$ cat src/sv/block_byte_permutation_cipher_defines.svh
// Assertion macros shared by the block byte permutation cipher modules.
// Depends on nothing; included by the modules that carry assertions.
`ifndef BLOCK_BYTE_PERMUTATION_CIPHER_DEFINES_SVH
`define BLOCK_BYTE_PERMUTATION_CIPHER_DEFINES_SVH

// The consequent must hold in the same cycle as the antecedent.
`define BBPC_ASSERT_NOW(label, clk, rst_n, ante, cons) \
    label: assert property (@(posedge clk) disable iff (!rst_n) (ante) |-> (cons)) \
        else $error("bbpc assertion failed");

// The consequent must hold in the cycle after the antecedent.
`define BBPC_ASSERT_NEXT(label, clk, rst_n, ante, cons) \
    label: assert property (@(posedge clk) disable iff (!rst_n) (ante) |=> (cons)) \
        else $error("bbpc assertion failed");

`endif

$ cat src/sv/bbpc_pkg.sv
// Shared types and constants for the block byte permutation cipher.
// Depends on nothing; used by every module of the block.
`timescale 1ns / 1ps

package bbpc_pkg;

    localparam int MAX_BLOCK = 16;
    localparam int MIN_BLOCK = 2;
    localparam int LEN_W     = 5;
    localparam int POS_W     = 4;

    localparam logic [7:0]       PAD_BYTE = 8'h20;
    localparam logic [LEN_W-1:0] LEN_MIN  = LEN_W'(MIN_BLOCK);
    localparam logic [LEN_W-1:0] LEN_MAX  = LEN_W'(MAX_BLOCK);

    localparam logic [1:0] REG_BLOCK_LENGTH = 2'd0;
    localparam logic [1:0] REG_PERM_TABLE   = 2'd1;
    localparam logic [1:0] REG_DECRYPT_MODE = 2'd2;

    typedef logic [MAX_BLOCK-1:0][7:0]       blk_t;
    typedef logic [MAX_BLOCK-1:0][POS_W-1:0] perm_t;

    typedef struct packed {
        logic [LEN_W-1:0] len;
        perm_t            perm;
        logic             decrypt;
    } cfg_t;

endpackage

$ cat src/sv/bbpc_front.sv
// Front end: gathers message bytes into a block and pads a finished block.
// Depends on bbpc_pkg; pushes finished blocks into bbpc_queue.
`timescale 1ns / 1ps

module bbpc_front (
    input  logic           clk,
    input  logic           rst_n,
    input  bbpc_pkg::cfg_t cfg,
    input  logic           in_fire,
    input  logic [7:0]     data_byte,
    input  logic           msg_end,
    output logic           push,
    output bbpc_pkg::blk_t push_data
);
    import bbpc_pkg::*;

    logic [LEN_W-1:0] fill_count_reg;
    logic [LEN_W-1:0] fill_count_next;
    blk_t             buf_reg;
    blk_t             buf_next;
    logic [LEN_W-1:0] count;
    logic             complete;

    always_comb
    begin
        buf_next = buf_reg;
        if (fill_count_reg < cfg.len)
        begin
            buf_next[fill_count_reg[POS_W-1:0]] = data_byte;
        end
        count    = fill_count_reg + LEN_W'(1);
        complete = !(count < cfg.len) || msg_end;
        for (int i = 0; i < MAX_BLOCK; i++)
        begin
            if ((LEN_W'(i) < count) && (LEN_W'(i) < cfg.len))
            begin
                push_data[i] = buf_next[i];
            end
            else
            begin
                push_data[i] = PAD_BYTE;
            end
        end
        push            = in_fire && complete;
        fill_count_next = fill_count_reg;
        if (in_fire)
        begin
            fill_count_next = complete ? '0 : count;
        end
    end

    always_ff @(posedge clk or negedge rst_n)
    begin
        if (!rst_n)
        begin
            fill_count_reg <= '0;
        end
        else
        begin
            fill_count_reg <= fill_count_next;
        end
    end

    always_ff @(posedge clk)
    begin
        if (in_fire)
        begin
            buf_reg <= buf_next;
        end
    end

endmodule

$ cat src/sv/bbpc_queue.sv
// Two-entry queue of padded blocks between the front end and the back end.
// Depends on bbpc_pkg and the assertion macros header.
`timescale 1ns / 1ps

`include "block_byte_permutation_cipher_defines.svh"

module bbpc_queue (
    input  logic           clk,
    input  logic           rst_n,
    input  logic           push,
    input  bbpc_pkg::blk_t push_data,
    output logic           full,
    input  logic           pop,
    output logic           valid,
    output bbpc_pkg::blk_t head
);
    import bbpc_pkg::*;

    localparam int DEPTH = 2;

    blk_t        mem_reg [DEPTH];
    logic        wr_ptr_reg;
    logic        wr_ptr_next;
    logic        rd_ptr_reg;
    logic        rd_ptr_next;
    logic [1:0]  count_reg;
    logic [1:0]  count_next;

    always_comb
    begin
        wr_ptr_next = push ? !wr_ptr_reg : wr_ptr_reg;
        rd_ptr_next = pop ? !rd_ptr_reg : rd_ptr_reg;
        count_next  = count_reg + 2'(push) - 2'(pop);
    end

    assign full  = (count_reg == 2'(DEPTH));
    assign valid = (count_reg != 2'd0);
    assign head  = mem_reg[rd_ptr_reg];

    always_ff @(posedge clk or negedge rst_n)
    begin
        if (!rst_n)
        begin
            wr_ptr_reg <= 1'b0;
            rd_ptr_reg <= 1'b0;
            count_reg  <= 2'd0;
        end
        else
        begin
            wr_ptr_reg <= wr_ptr_next;
            rd_ptr_reg <= rd_ptr_next;
            count_reg  <= count_next;
        end
    end

    always_ff @(posedge clk)
    begin
        if (push)
        begin
            mem_reg[wr_ptr_reg] <= push_data;
        end
    end

    `BBPC_ASSERT_NOW(a_no_push_when_full, clk, rst_n, full, !push)
    `BBPC_ASSERT_NOW(a_no_pop_when_empty, clk, rst_n, !valid, !pop)
    `BBPC_ASSERT_NOW(a_count_in_range, clk, rst_n, 1'b1, count_reg <= 2'(DEPTH))
    `BBPC_ASSERT_NOW(a_ptrs_match_count, clk, rst_n, count_reg == 2'(DEPTH) || count_reg == 2'd0,
                     wr_ptr_reg == rd_ptr_reg)

endmodule

$ cat src/sv/bbpc_back.sv
// Back end: sends the head block out one permuted byte per cycle while the output is not stalled.
// Depends on bbpc_pkg, the assertion macros header, and the head of bbpc_queue.
`timescale 1ns / 1ps

`include "block_byte_permutation_cipher_defines.svh"

module bbpc_back (
    input  logic           clk,
    input  logic           rst_n,
    input  bbpc_pkg::cfg_t cfg,
    input  logic           q_valid,
    input  bbpc_pkg::blk_t q_head,
    output logic           pop,
    output logic           out_valid,
    input  logic           out_ready,
    output logic [7:0]     out_byte,
    output logic           block_done
);
    import bbpc_pkg::*;

    logic [POS_W-1:0] k_reg;
    logic [POS_W-1:0] k_next;
    logic             out_valid_reg;
    logic             out_valid_next;
    logic [7:0]       out_byte_reg;
    logic             block_done_reg;
    logic             fire;
    logic             last;
    logic [POS_W-1:0] src;
    logic [7:0]       res;

    always_comb
    begin
        fire = q_valid && (!out_valid_reg || out_ready);
        last = ({1'b0, k_reg} == (cfg.len - LEN_W'(1)));
        src  = cfg.perm[k_reg];
        if (cfg.decrypt)
        begin
            res = PAD_BYTE;
            for (int j = 0; j < MAX_BLOCK; j++)
            begin
                if ((LEN_W'(j) < cfg.len) && (cfg.perm[j] == k_reg))
                begin
                    res = q_head[j];
                end
            end
        end
        else
        begin
            res = ({1'b0, src} < cfg.len) ? q_head[src] : PAD_BYTE;
        end
        pop            = fire && last;
        k_next         = k_reg;
        out_valid_next = out_valid_reg;
        if (fire)
        begin
            k_next         = last ? '0 : k_reg + POS_W'(1);
            out_valid_next = 1'b1;
        end
        else if (out_ready)
        begin
            out_valid_next = 1'b0;
        end
    end

    always_ff @(posedge clk or negedge rst_n)
    begin
        if (!rst_n)
        begin
            k_reg         <= '0;
            out_valid_reg <= 1'b0;
        end
        else
        begin
            k_reg         <= k_next;
            out_valid_reg <= out_valid_next;
        end
    end

    always_ff @(posedge clk)
    begin
        if (fire)
        begin
            out_byte_reg   <= res;
            block_done_reg <= last;
        end
    end

    assign out_valid  = out_valid_reg;
    assign out_byte   = out_byte_reg;
    assign block_done = block_done_reg;

    `BBPC_ASSERT_NOW(a_idle_index_zero, clk, rst_n, !q_valid, k_reg == '0)
    `BBPC_ASSERT_NEXT(a_pop_marks_done, clk, rst_n, pop, out_valid && block_done && k_reg == '0)
    `BBPC_ASSERT_NOW(a_index_below_len, clk, rst_n, q_valid, {1'b0, k_reg} < cfg.len)

endmodule

$ cat src/sv/block_byte_permutation_cipher.sv
// Top level of the block byte permutation cipher: configuration registers and wiring.
// Depends on bbpc_pkg, bbpc_front, bbpc_queue and bbpc_back.
//
//   Channel   Direction   Handshake             Payload
//   in        input       in_valid / in_ready   data_byte, msg_end
//   out       output      out_valid / out_ready out_byte, block_done
//   cfg       input       cfg_wr_en             cfg_index, cfg_data
//
// Input bytes are taken one per cycle while the two-entry block queue has room.
// A block of N bytes leaves as N output transactions, one per cycle while the output is not stalled.
// A finished block is written into the block queue, then sent byte by byte through the back end's output register.
// Reset clears the fill count, the queue and the output valid flag, and sets the configuration to its defaults.
// A stalled output only stops input once both queued blocks are waiting.
`timescale 1ns / 1ps

module block_byte_permutation_cipher (
    input  logic        clk,
    input  logic        rst_n,
    input  logic        in_valid,
    output logic        in_ready,
    input  logic [7:0]  data_byte,
    input  logic        msg_end,
    output logic        out_valid,
    input  logic        out_ready,
    output logic [7:0]  out_byte,
    output logic        block_done,
    input  logic        cfg_wr_en,
    input  logic [1:0]  cfg_index,
    input  logic [63:0] cfg_data
);
    import bbpc_pkg::*;

    logic [LEN_W-1:0] block_length_reg;
    perm_t            perm_table_reg;
    logic             decrypt_mode_reg;
    logic [LEN_W-1:0] eff_len;
    cfg_t             cfg;
    logic             in_fire;
    logic             push;
    blk_t             push_data;
    logic             q_full;
    logic             q_valid;
    logic             pop;
    blk_t             q_head;

    always_ff @(posedge clk or negedge rst_n)
    begin
        if (!rst_n)
        begin
            block_length_reg <= LEN_MIN;
            perm_table_reg   <= perm_t'(64'h10);
            decrypt_mode_reg <= 1'b0;
        end
        else if (cfg_wr_en)
        begin
            unique case (cfg_index)
                REG_BLOCK_LENGTH: block_length_reg <= cfg_data[LEN_W-1:0];
                REG_PERM_TABLE:   perm_table_reg   <= perm_t'(cfg_data);
                REG_DECRYPT_MODE: decrypt_mode_reg <= cfg_data[0];
                default:          ;
            endcase
        end
    end

    always_comb
    begin
        if (block_length_reg < LEN_MIN)
        begin
            eff_len = LEN_MIN;
        end
        else if (block_length_reg > LEN_MAX)
        begin
            eff_len = LEN_MAX;
        end
        else
        begin
            eff_len = block_length_reg;
        end
        cfg.len     = eff_len;
        cfg.perm    = perm_table_reg;
        cfg.decrypt = decrypt_mode_reg;
    end

    assign in_ready = !q_full;
    assign in_fire  = in_valid && in_ready;

    bbpc_front u_front (
        .clk       (clk),
        .rst_n     (rst_n),
        .cfg       (cfg),
        .in_fire   (in_fire),
        .data_byte (data_byte),
        .msg_end   (msg_end),
        .push      (push),
        .push_data (push_data)
    );

    bbpc_queue u_queue (
        .clk       (clk),
        .rst_n     (rst_n),
        .push      (push),
        .push_data (push_data),
        .full      (q_full),
        .pop       (pop),
        .valid     (q_valid),
        .head      (q_head)
    );

    bbpc_back u_back (
        .clk        (clk),
        .rst_n      (rst_n),
        .cfg        (cfg),
        .q_valid    (q_valid),
        .q_head     (q_head),
        .pop        (pop),
        .out_valid  (out_valid),
        .out_ready  (out_ready),
        .out_byte   (out_byte),
        .block_done (block_done)
    );

endmodule

$ cat config.mk
export PLATFORM = sky130hd
export DESIGN_NAME = block_byte_permutation_cipher
export DESIGN_NICKNAME = d
export VERILOG_FILES = /design/src/sv/bbpc_pkg.sv /design/src/sv/bbpc_front.sv /design/src/sv/bbpc_queue.sv /design/src/sv/bbpc_back.sv /design/src/sv/block_byte_permutation_cipher.sv
export VERILOG_INCLUDE_DIRS = /design/src /design/src/sv
export SDC_FILE = /design/constraint.sdc
export NUM_CORES = 1
export LEC_CHECK = 0
export BUFFER_PORTS_ARGS = -buffer_cell sky130_fd_sc_hd__clkbuf_2
export CAP_MARGIN = 40
export CORE_MARGIN = 5
export CORE_UTILIZATION = 63
export DETAILED_ROUTE_END_ITERATION = 10
export PLACE_DENSITY_LB_ADDON = 0.2
export SETUP_SLACK_MARGIN = 0.2
export SKIP_CTS_REPAIR_TIMING = 1
export SLEW_MARGIN = 10
export SYNTH_ARGS = -nofsm -noshare
export SYNTH_HDL_FRONTEND = slang
export SYNTH_HIERARCHICAL = 1
export SYNTH_SLANG_ARGS = --single-unit
$ cat constraint.sdc
create_clock -name clk -period 19.4 [get_ports clk]
set_input_delay 0.97 -clock clk [delete_from_list [all_inputs] [get_ports clk]]
set_output_delay 0.97 -clock clk [all_outputs]
set_load 0.01 [all_outputs]
==> flow_summary_export.csv, run 1 <==
group,metric,value,unit
outcome,status,"finished, final reports clean",
global_route,grt_pass1_wl,102,mm
setup_path,cp-start-kind,"flop",
power_and_ir_drop,p_leak,10.2,nW
setup_path,required,19670,ps
clocking,cts_buffer_depth,3,
yosys,async_flop_share,17.6,%
drt,viasPerCell,6.68,
sta,timing.fmax,194,MHz
power_and_ir_drop,total_power,4.27,mW
drt,first_pass_iters,6,
setup_path,cp_max_fo,59,
setup_path,critPathLaunch,"u_front/fill_count_reg[0]",
yosys,yosysWarnings,6,
clocking,clock-sinks,477,
drt,dr.first_iter.drc_count,2274,
setup_path,reg2reg_depth,10,
placed_design,routabilityCongestion,0.998,
finish,seqCellArea,13900,um2
clocking,htree_num_levels,2,
setup_path,arrival,5430,ps
sta,fin_crit,5150,ps
yosys,netlist_instances,1922,
setup_path,max_stage_delay,750,ps
yosys,synth_fp_nets,2021,
power_and_ir_drop,peakVddDrop,103,uV
finish,multi_input_area,10200,um2
floorplan,core,38800,um2
global_route,antenna_found_initial,1,
placed_design,io_buffers,90,
worst_hold_path,min_path_type,"input port to async pin",
yosys,synth-seq-cells,477,
setup_path,critical_path.endpoint,"u_queue/mem_reg[1][92]",
setup_path,worstPathCellList,"ha_1 > nand3_1 > xnor2_1 > ha_1 > nor3_1 > o21ai_0 > a31oi_1 > and2_4 > buf_4 > buf_12",
sta,rsz0062_at_grt,"no",
sta,relSlewSlack,37.3,%
sta,finalClockSkew,13.2,ps
setup_path,path_delay_family,"simple AND/OR/NAND/NOR gates",
finish,fin_util,70.5,%
floorplan,pin_count,91,
yosys,syn_area,24800,um2
clocking,clkTransAtPathRegs,60,ps
setup_path,worst-path-stages,10,
run,maxCapViolCount,0,
floorplan,num_rows,72,
finish,fillers,2643,
yosys,yosys.cell_types.count,76,
yosys,ys_seq_area_share,56.0,%
setup_path,crit_path_top_delay_cell,"and2_4",
floorplan,die_w,209,um
setup_path,cpMostUsedCell,"ha_1",
global_route,grtUsageTotal,30.7,%
global_route,grt-ovfl-total,0,
setup_path,path_class,"flop to flop",
sta,fin_tns_setup,0,ps
sta,setup_viol,0,
floorplan,initial_core_util,64.0,%
finish,synthToLayoutAreaGrowth,10.2,%
yosys,syn_area_per_cell,12.9,um2
global_route,grt_max_degree,60,
drt,wl_per_cell,26.8,um
setup_path,reg2reg_slack,14250,ps
placed_design,hpwl,47.2,mm
yosys,synth-edff-count,393,
clocking,clock_latency,590,ps
finish,layout.nets,2092,
setup_path,r2r_end,"u_queue/mem_reg[1][92]",
setup_path,worst-path-buf-inv,2,
sta,tightest_slew,933,ps
global_route,grt_pass1_vias,16620,
drt,routed_wirelength,68.2,mm
finish,drive_gt1_share,25.9,%
clocking,cts_tree,"done",
floorplan,dieArea,43500,um2
yosys,ys.flop_type,"edfxtp_1",
setup_path,r2r_start,"u_front/fill_count_reg[0]",
clocking,cts_inserted_buffers,49,
floorplan,dieHeight,209,um
drt,drc_errors,0,
drt,dr_total_vias,17021,
clocking,clockRootBuffer,"clkbuf_16",
finish,largest_reg_flops,256,
drt,ant_nets,0,
power_and_ir_drop,p_per_area,156,nW/um2
sta,finalMaxSlewViolations,0,
sta,finalHoldViolations,0,
setup_path,endpoint_kind,"flop",
sta,period_share,26.6,%
[cells in the mapped netlist, drive strengths merged, types with 44 or more instances]
master / number / area, um2
nand3: 100 / 500
edfxtp: 393 / 11800
o21ai: 83 / 434
mux2: 270 / 3270
buf: 54 / 440
clkbuf: 61 / 229
a21oi: 92 / 460
dfrtp: 82 / 2050
mux2i: 44 / 440
nor2: 62 / 233
o211ai: 51 / 383
nand2: 156 / 586
[metal layers]
metal,vias to the layer above,global-route usage (%),part of all wire [%]
li1,7513,-,-
met1,8336,45.1,41
met5,-,0,0
met3,160,5.12,9.6
met2,1012,46.6,45
met4,0,11.4,3.9
[worst register-to-register path: cells and delay by family, from the launching register on]
family | cells | cell delay, ps
buffers and inverters | 2 | 890
DFF | 1 | 520
xor gates and xnor gates | 1 | 360
adders and majority gates | 2 | 1070
and+or+nand+nor | 3 | 1300
AOI/OAI and AO/OA | 2 | 650
[placed cells by master, fill, tap and decap left out, types with 9 or more instances in the layout]
cell and count:
nand4b_1 14, nand3_1 100, xor2_1 36, a41oi_1 9, o311a_1 9, mux2_1 11, mux2_2 199, a31o_2 10
or3_1 9, o21ai_0 78, and3_1 23, clkbuf_1 10, clkinv_1 9, a211o_1 10, clkbuf_16 51, a21o_1 15
a21oi_1 91, buf_4 36, mux4_2 20, clkbuf_2 89, mux2_4 60, nand2_1 156, o211ai_1 51, nor3_1 14
a31oi_1 10, edfxtp_1 393, nand4_1 13, dfrtp_1 81, a221o_1 13, nor2_1 62, and2_1 15, nor2b_1 36
mux2i_1 43, ha_1 19, inv_1 41, xnor2_1 38
[power breakdown]
group / total [mW] / leakage, nW / internal [mW] / switching (mW)
clock network: 0.934 / 0.771 / 0.541 / 0.393
logic: 1.78 / 4.75 / 0.683 / 1.09
registers: 1.55 / 4.64 / 1.43 / 0.119
[stage by stage]
stage	instance area [um2]	std cells	hold WS (ps)	setup WS, ps
2_1_floorplan	24800	1922	455	5140
3_3_place_gp	25600	2449	495	14270
3_5_place_dp	25800	2460	519	14320
4_1_cts	27400	2548	217	14290
5_1_grt	27400	2548	221	13870
6_report	27400	2549	231	14250
[final cells by class]
cell class	instances	share of cell area (%)
antenna	1	0.00914
clock buffer	63	4.90
clock inverter	25	0.878
inverter	42	0.576
multi-input combinational	1288	37.1
sequential	477	50.8
tap	518	2.37
timing repair buffer	135	3.35
[how the worst min path moves through the flow]
stage	cells past startpoint	endpoint	start	slack [ps]
after detailed placement	2	u_back/out_valid	u_back/out_valid	520
after floorplan	1	u_queue/wr_ptr_reg	u_queue/wr_ptr_reg	460
after global routing	1	cfg[38]	rst_n	220
after CTS	1	cfg[38]	rst_n	220
final	1	cfg[38]	rst_n	230
after global placement	2	u_back/out_valid	u_back/out_valid	500
[cells by family after synthesis]
| group | after synthesis | share of synthesized area (%) |
|---|---|---|
| adders and majority gates | 19 | 0.957 |
| and+or+nand+nor | 476 | 9.50 |
| buffers and inverters | 157 | 3.33 |
| xor gates and xnor gates | 75 | 2.71 |
| AOI/OAI and AO/OA | 383 | 10.7 |
| DFF | 477 | 56.0 |
| muxes | 335 | 16.8 |
(Power assumes the default switching activity.)
==> inputs of run 2 (changes only) <==
--- a/config.mk
+++ b/config.mk
@@ -9,7 +9,7 @@
 export BUFFER_PORTS_ARGS = -buffer_cell sky130_fd_sc_hd__clkbuf_2
 export CAP_MARGIN = 40
 export CORE_MARGIN = 5
-export CORE_UTILIZATION = 63
+export CORE_UTILIZATION = 57
 export DETAILED_ROUTE_END_ITERATION = 10
 export PLACE_DENSITY_LB_ADDON = 0.2
 export SETUP_SLACK_MARGIN = 0.2
==> constraint.sdc (replaced) <==
create_clock -name clk -period 4.5 [get_ports clk]
set_input_delay 0.225 -clock clk [delete_from_list [all_inputs] [get_ports clk]]
set_output_delay 0.225 -clock clk [all_outputs]
set_load 0.01 [all_outputs]
==> run 2 against run 1 <==
Cell count up 5.7%. Via count rose by 1.2%. Flip-flop and latch count unchanged. Routed wire length grew 4.1%. Total power grew to 4.4 times the previous value. Cell area up 3.2%. Critical path type unchanged. Critical endpoint is now u_queue/count_reg[1]. Largest cell class unchanged. Largest power group unchanged.
==> flow_summary_export.csv, run 2 (same netlist as run 1, synthesis figures left out) <==
group,metric,value,unit
finish,mostFrequentLayoutCell,"edfxtp_1",
drt,dr.first_iter.drc_count,1868,
clocking,cts_tree,"done",
floorplan,core,43100,um2
run,maxCapViolCount,0,
floorplan,num_rows,76,
floorplan,dieArea,47800,um2
finish,layout_common_cells,"edfxtp_1, mux2_2, nand2_1",
worst_hold_path,min_path_type,"input port to flop",
floorplan,die_w,219,um
clocking,clkTransAtPathRegs,60,ps
drt,drc_errors,0,
setup_path,path_class,"flop to flop",
placed_design,dp.cells,2536,
global_route,grt_max_degree,134,
clocking,clockRootBuffer,"clkbuf_16",
drt,first_pass_iters,5,
clocking,cts_inserted_buffers,50,
sta,finalMaxSlewViolations,0,
drt,ant_nets,0,
global_route,grt_pass1_vias,16569,
power_and_ir_drop,p_leak,10.5,nW
sta,rsz0062_at_grt,"no",
global_route,grt-ovfl-total,0,
drt,routed_wirelength,71.0,mm
drt,wl_per_cell,26.3,um
sta,fin_crit,3930,ps
sta,relSlewSlack,33.2,%
setup_path,worstPathCellList,"o21ba_2 > nor2_1 > buf_4 > buf_4 > or3_1 > xnor2_1 > nand3_1 > a211oi_1 > and2_1 > ha_1 > inv_1 > ha_1 > xor3_1",
placed_design,routabilityCongestion,0.947,
outcome,status,"finished, final reports clean",
sta,holdWs,34.6,ps
drt,viasPerCell,6.39,
floorplan,dieHeight,219,um
floorplan,initial_core_util,57.6,%
placed_design,hpwl,48.5,mm
clocking,htree_num_levels,2,
sta,period_share,87.2,%
finish,synthToLayoutAreaGrowth,13.7,%
power_and_ir_drop,p_per_area,658,nW/um2
finish,largest_reg_flops,256,
finish,final_cells,2695,
placed_design,placed_cell_area,25900,um2
global_route,grt_pass1_wl,104,mm
clocking,clock-sinks,477,
setup_path,cp_max_fo,12,
sta,finalHoldViolations,0,
finish,layout.nets,2168,
placed_design,io_buffers,90,
finish,fin_util,65.6,%
power_and_ir_drop,peakVddDrop,656,uV
sta,setup_viol,0,
floorplan,pin_count,91,
setup_path,cp-start-kind,"flop",
global_route,grtUsageTotal,28.9,%
finish,final_cell_area,28200,um2
finish,drive_gt1_share,25.3,%
setup_path,arrival,4390,ps
setup_path,max_stage_delay,740,ps
clocking,cts_buffer_depth,3,
setup_path,endpoint_kind,"flop",
setup_path,required,4970,ps
sta,tightest_slew,1000,ps
clocking,clock_latency,600,ps
setup_path,crit_path_top_delay_cell,"a211oi_1",
sta,timing.fmax,255,MHz
sta,finalClockSkew,24.0,ps
global_route,antenna_found_initial,1,
drt,dr_total_vias,17230,
[run 2: cell count changes in the layout (fill, tap and decap cells not counted), sizes merged]
cell and delta:
clkinvlp -1, dlygate4sd3 +66, buf +9, clkbuf +5, clkinv -2, bufinv +2
[run 2: path summary, 6_finish.rpt]
| path | from | endpoint | slack, ps | depth (start not counted) |
|---|---|---|---|---|
| hold reg to reg | u_back/out_valid | u_back/out_valid | 520 | 2 |
| max in group asynchronous | rst_n | u_queue/rd_ptr_reg | 3240 | 3 |
| min in group asynchronous | rst_n | cfg[47] | 260 | 2 |
| setup reg to reg | block_length_reg[1] | u_queue/count_reg[1] | 570 | 13 |
| setup / recovery | block_length_reg[1] | u_queue/count_reg[1] | 570 | 13 |
| hold / removal | cfg_wr_en | decrypt_mode_reg | 30 | 3 |
[run 2: worst max-delay path, delay by kind of cell, from the launching register on]
kind,cells,cell delay (ps)
adders and majority gates,2,510
DFF,1,370
AOI/OAI and AO/OA,2,960
and+or+nand+nor,4,830
xor gates and xnor gates,2,620
buffers and inverters,3,500
[run 2: where the power goes]
part           switching, mW  total (mW)  internal [mW]  leakage, nW
combinational           4.64        7.64           3.00         5.06
clock                   1.70        4.19           2.50        0.806
sequential             0.574        6.76           6.19         4.63
[run 2: per-stage QoR]
stage	TNS, ps	setup slack [ps]	power, mW
after detailed placement	0	540	14.3
after global placement	0	523	14.2
after global routing	0	357	19.4
final	0	574	18.6
after floorplan	-237680	-1100	12.0
after CTS	0	529	18.5
[run 2: area by class of cell]
class | count | area, um2
flip-flops and latches | 477 | 13900
diodes | 1 | 2.50
well taps | 585 | 732
multi-input cells | 1288 | 10200
inverters | 42 | 158
clock inverters | 24 | 293
repair buffers | 210 | 1590
fillers | 3094 | 14800
clock buffers | 68 | 1380
[run 2: metal layers]
layer  part of all wire [%]  up-vias  GRT usage (%)
met2                     46      811           44.5
met1                     43     8610           42.6
met5                      0        -              0
met4                    3.3        0           9.55
li1                       -     7655              -
met3                    7.6      154           4.27
